<file path="src/rtl/lrl_pkg.sv">
// Shared types and constants for the LRU recency list unit.
// No dependencies; imported by every module of the block.
package lrl_pkg;

   localparam int ENTRY_W     = 8;              // slot number width on the ports
   localparam int TOTAL_W     = 9;              // count width on the ports
   localparam int SLOT_SPAN   = 2 ** ENTRY_W;   // slots a request can name
   localparam int LRL_ENTRIES = 256;            // default table size

   typedef enum logic [2:0] {
      ACT_PUSH_HEAD = 3'd0,
      ACT_PUSH_TAIL = 3'd1,
      ACT_POP_TAIL  = 3'd2,
      ACT_UNLINK    = 3'd3,
      ACT_MOVE_HEAD = 3'd4
   } action_type;

   typedef enum logic [5:0] {
      S_IDLE  = 6'b000001,
      S_EXEC  = 6'b000010,
      S_READ  = 6'b000100,
      S_MLINK = 6'b001000,
      S_LINK2 = 6'b010000,
      S_DONE  = 6'b100000
   } state_type;

   typedef struct packed {
      logic               ok;
      logic [ENTRY_W-1:0] popped;
      logic [ENTRY_W-1:0] head;
      logic [ENTRY_W-1:0] tail;
      logic [TOTAL_W-1:0] total;
   } result_type;

endpackage

</file>
<file path="src/rtl/lrl_link_ram.sv">
// Single-port synchronous link memory, one access per cycle, registered read.
// Depends on lrl_pkg for default sizes.
module lrl_link_ram
   import lrl_pkg::*;
#(
   parameter int DEPTH = LRL_ENTRIES,
   parameter int WIDTH = ENTRY_W
) (
   input  logic                     clock,
   input  logic                     en,
   input  logic                     we,
   input  logic [$clog2(DEPTH)-1:0] addr,
   input  logic [WIDTH-1:0]         wdata,
   output logic [WIDTH-1:0]         rdata
);

   logic [WIDTH-1:0] mem [DEPTH];
   logic [WIDTH-1:0] rd_ff;

   always_ff @(posedge clock) begin
      if (en) begin
         if (we) begin
            mem[addr] <= wdata;
         end else begin
            rd_ff <= mem[addr];
         end
      end
   end

   assign rdata = rd_ff;

endmodule

</file>
<file path="config.mk">
export PLATFORM = sky130hd
export DESIGN_NAME = lrl_link_ram
export DESIGN_NICKNAME = d
export VERILOG_FILES = /design/src/rtl/lrl_pkg.sv /design/src/rtl/lrl_link_ram.sv
export SDC_FILE = /design/constraint.sdc
export NUM_CORES = 2
export LEC_CHECK = 0
export ABC_CLOCK_PERIOD_IN_PS = 3200
export BUFFER_PORTS_ARGS = -buffer_cell sky130_fd_sc_hd__buf_2
export CAP_MARGIN = 20
export CORE_UTILIZATION = 60
export DETAILED_ROUTE_END_ITERATION = 8
export PLACE_DENSITY = 0.76
export RECOVER_POWER = 100
export SETUP_SLACK_MARGIN = 0.4
export SYNTH_ARGS = -nofsm -noshare
export SYNTH_HDL_FRONTEND = slang
export SYNTH_SLANG_ARGS = --single-unit
</file>
<file path="constraint.sdc">
create_clock -name clock -period 3.2 [get_ports clock]
set_input_delay 0 -clock clock [delete_from_list [all_inputs] [get_ports clock]]
set_output_delay 0 -clock clock [all_outputs]
set_load 0.01 [all_outputs]
</file>
Word-level counts from Yosys, hierarchy flattened
Memories as Yosys holds them, arrays and structs flattened. A register that Yosys moved wholly into a read port is not among the register bits. Index checks and enable logic that the tools add are counted.

Register bits: 0. Memory bits (writable): 2048. Bits of input ports: 19. Output and inout bits: 8. Word-level logic and storage cells: 6. Memories kept: 1.

Muxes and demuxes: 3. Bitwise gates (word level): 1. Reduce and logical (&&, ||, !) cells: 1.

Memories: mem (words 256, bits a word 8, read ports 1, clocked after Yosys merged registers in 1, write ports 1, RTL line lrl_link_ram.sv:17) `logic [WIDTH-1:0] mem [DEPTH];`.

Operators with widths (number): 1-bit 2-to-1 mux (3); 2-bit AND reduction (1); 1-bit inverter (1).

Logic depth before layout (Yosys ltp)
Depth after elaboration: 3. Depth in mapped cells: 9. Depth with buffers taken out: 5.

Least setup slack after synthesis
OpenSTA, ideal clock, no wires.

Kind: input port to flip-flop. From: input port addr[0]. To: memory mem[117][0] in the netlist's numbering (enable). Library setup time: 0.370 ns. Data arrival time: 1.925 ns. Data required time: 2.830 ns. Path slack: 0.905 ns. Stages on the path: 8. Buffers on the path: 5. Cell sequence: buf_2 > buf_6 > buf_2 > buf_2 > nor3b_1 > nand2_1 > clkbuf_1 > nor2_1.

RTL lines: start, declared (RTL line lrl_link_ram.sv:12) `input logic [$clog2(DEPTH)-1:0] addr,`; end, declared (RTL line lrl_link_ram.sv:17).

No word-level cell before the write port.

==> reports/qor.csv <==
stage,metric,value,unit
status,status,"finished, violations left",
status,violations,"capacitance limit, slew limit",
job,max_cap_viol_count,14,
detailed_routing,drc_errors,0,
worst_setup_path,rrSetupSlack,0.18,ns
cts,clock_sinks,2056,
synthesis,synth_top_area_frac,0.788,
worst_hold_path,min-delay-start,addr[6],
die,die_y,363,um
global_route,grt_max_degree,128,
synthesis,synth_top_family_by_area,multiplexers,
die,die_w,363,um
synthesis,synth_area_per_cell,22.2,um2
worst_setup_path,critPathSlowestCell,o41ai_1,
detailed_routing,drt_first_pass_iters,6,
cts,clock_path_buffers,3,
sta,period_share,0.943,
sta,setup_viol,0,
pwr,ir_drop,637,uV
detailed_routing,final_antenna_net_count,0,
die,boundaryPins,27,
place,place_inst,5548,
sta,holdWs,0.0795,ns
synthesis,synth_cell_types,21,
detailed_routing,drt_iter0_drc,5888,
sta,fin_setup_tns,0,ns
worst_hold_path,holdPathStages,6,
place,hpwl,114000,um
detailed_routing,wl_per_cell,32.2,um
synthesis,synth_common_cells,"edfxtp_1 (2056), mux4_2 (512), nor2_1 (259)",
worst_setup_path,crit-reg2reg-launch,mem[13][4]$_DFFE_PP_,
pwr,power.leakage,27.2,nW
synthesis,synth_compound_area_frac,0.0363,
synthesis,synth_fa_ha_area_frac,0,
synthesis,synth_ff_type,edfxtp_1,
synthesis,yosysTopAreaCell,edfxtp_1,
synthesis,synth_edf_count,2056,
worst_setup_path,path_class,reg -> reg,
worst_setup_path,end_kind,flop,
global_route,antenna_found_initial,7,
sta,slew_violations,910,
die,rows,132,
worst_setup_path,crit_arrival,3.61,ns
detailed_routing,via_count,39800,
sta,finalHoldViolCount,0,
cts,clkLatencyLatePin,0.85,ns
place,portBuffers,26,
synthesis,synthMuxAreaShare,0.147,
sta,fmax,0.331,GHz
worst_setup_path,r2r-end,rdata[4]$_DFFE_PP_,
worst_setup_path,worstPathRequired,3.79,ns
worst_setup_path,slowest_delay,0.97,ns
finish,syn_to_final_growth,13.7,%
synthesis,ys_top_cells_by_area,"edfxtp_1 (79%), mux4_2 (15%), a22oi_1 (2.5%), nor2_1 (1.2%), a21oi_1 (0.82%)",
pwr,powerDensity,614,nW/um2
global_route,grt-ovfl-total,0,
synthesis,ys_warn_count,0,
worst_setup_path,cp_max_fo,1,
worst_hold_path,hp-class,in -> reg,
sta,worst_pin_slew,3.14,ns
synthesis,synth_cells,3526,
cts,cts_tree,built,
synthesis,ys_async_sr_fraction,0,
cts,h-tree-depth,4,
die,core_area,129000,um2
worst_setup_path,crit_path_cell_trace,mux4_2 -> a22oi_1 -> a21oi_1 -> o41ai_1 -> buf_4 -> nand4_1,
synthesis,yosys.area_share.simple,0.0161,
place,gp_congestion,0.873,
worst_setup_path,cp-start-kind,flop,
cts,clk_pin_slew,0.06,ns
finish,final_util,0.688,
synthesis,synth-xor-area-share,0,
sta,period_minus_slack,3.02,ns
cts,post_cts_buffers,0,
die,die-area,132000,um2
cts,cts_root_buffer,clkbuf_16,
finish,antenna_cells,0,
synthesis,syn_nets,3545,
detailed_routing,avgViaCountPerCell,6.72,
sta,rsz0062_at_grt,no,
die,start_util,0.605,
sta,fin_skew,0.0495,ns
worst_hold_path,hold_end,rdata[0]$_DFFE_PP_,
cts,cts_inserted_buffers,195,
global_route,grt_pass1_wl,277000,um
finish,nets,4036,
sta,slew_headroom,-1.09,
detailed_routing,wirelength,191000,um
global_route,first_global_vias,40600,
synthesis,synth_area,78400,um2
synthesis,synth.ff_latch_count,2056,
synthesis,seq_area_frac_synth,0.788,
finish,final_cell_count_no_fill,5918,
synthesis,synth.most_common_cell,edfxtp_1,
worst_setup_path,rr_worst_depth,6,
finish,drive_gt1_frac,0.236,
global_route,grt_usage,0.295,
## worst max-delay path: cells and delay by family, from the launching register on
kind / cells / cell delay, ns
buf+inv: 1 / 0.25
flops: 1 / 0.42
mux: 1 / 0.47
simple gates: 1 / 0.09
compound gates: 3 / 1.56
## placed cells by master (no fill, tap or decap), types with 2 or more instances in the layout
master	synthesis	final
clkbuf_4	0	3
bufinv_16	0	15
nand2_1	30	29
clkbuf_1	143	339
mux4_2	512	512
clkinv_2	0	40
nor2b_1	7	5
nand4_1	8	8
inv_6	0	3
clkinv_1	0	55
a21oi_1	128	128
nor3b_1	2	2
edfxtp_1	2056	2056
nor2b_4	0	2
clkbuf_16	0	198
buf_2	41	6
clkinv_8	0	2
nor2_1	259	258
buf_4	11	117
clkbuf_2	0	18
o41ai_1	32	32
inv_16	0	5
a22oi_1	256	256
dlygate4sd3_1	0	14
nand3_1	4	4
clkinv_16	0	2
clkinvlp_4	0	8
buf_8	0	2
buf_12	0	48
nand2b_2	0	2
## report_power, final
part           leakage [nW]  internal [mW]  switching [mW]
logic                  5.67          0.945            1.58
registers              18.5           29.7          0.0213
clock network          3.03           12.6            9.90
## routing by layer
metal	up-vias	wire length, um	track usage
li1	16000	-	-
met1	20600	68000	0.409
met2	2729	92900	0.466
met3	421	22200	0.0637
met4	4	7600	0.116
met5	-	25	0
## state kept, by name, summed over array words and instances (netlist names)
signal and cells:
mem 2048, rdata 8
## cell type report
type	instances	area (um2)
sequential	2056	61700
fill	7829	40400
multi-input combinational	1245	15700
clock buffer	226	5060
clock inverter	130	1140
timing repair buffer	519	3320
tap	1742	2180
## logic make-up after synthesis
group,count (synthesis)
AOI/OAI and AO/OA,416
buffers and inverters,225
muxes,512
DFF,2056
and+or+nand+nor,317
## worst max-delay path by stage
stage	from	endpoint	slack, ns	cells after the start
5_1_grt	we	mem[49][6]$_DFFE_PP_	0.22	9
6_report	mem[13][4]$_DFFE_PP_	rdata[4]$_DFFE_PP_	0.18	6
3_3_place_gp	addr[0]	rdata[4]$_DFFE_PP_	-0.25	9
4_1_cts	mem[44][5]$_DFFE_PP_	rdata[5]$_DFFE_PP_	0.41	6
2_1_floorplan	addr[0]	mem[117][0]$_DFFE_PP_	0.90	8
3_5_place_dp	addr[0]	rdata[4]$_DFFE_PP_	-0.18	9
## per-stage QoR
| step | power [mW] | instance area [um2] | setup WS, ns |
|---|---|---|---|
| final | 54.7 | 89100 | 0.182 |
| after detailed placement | 32.8 | 84100 | -0.182 |
| after CTS | 54.9 | 90500 | 0.408 |
| after global placement | 32.7 | 84100 | -0.254 |
| after floorplan | 31.5 | 78400 | 0.905 |
| after global routing | 56.0 | 89100 | 0.221 |
## repair_timing
| action | 4_1_cts | 5_1_grt |
|---|---|---|
| endpoints found under the hold margin | 721 | 0 |
| setup endpoints to repair | 2 | 1 |
| hold buffers | 14 | 0 |
| resized for setup | 2 | 1 |
(Power assumes the default switching activity.)
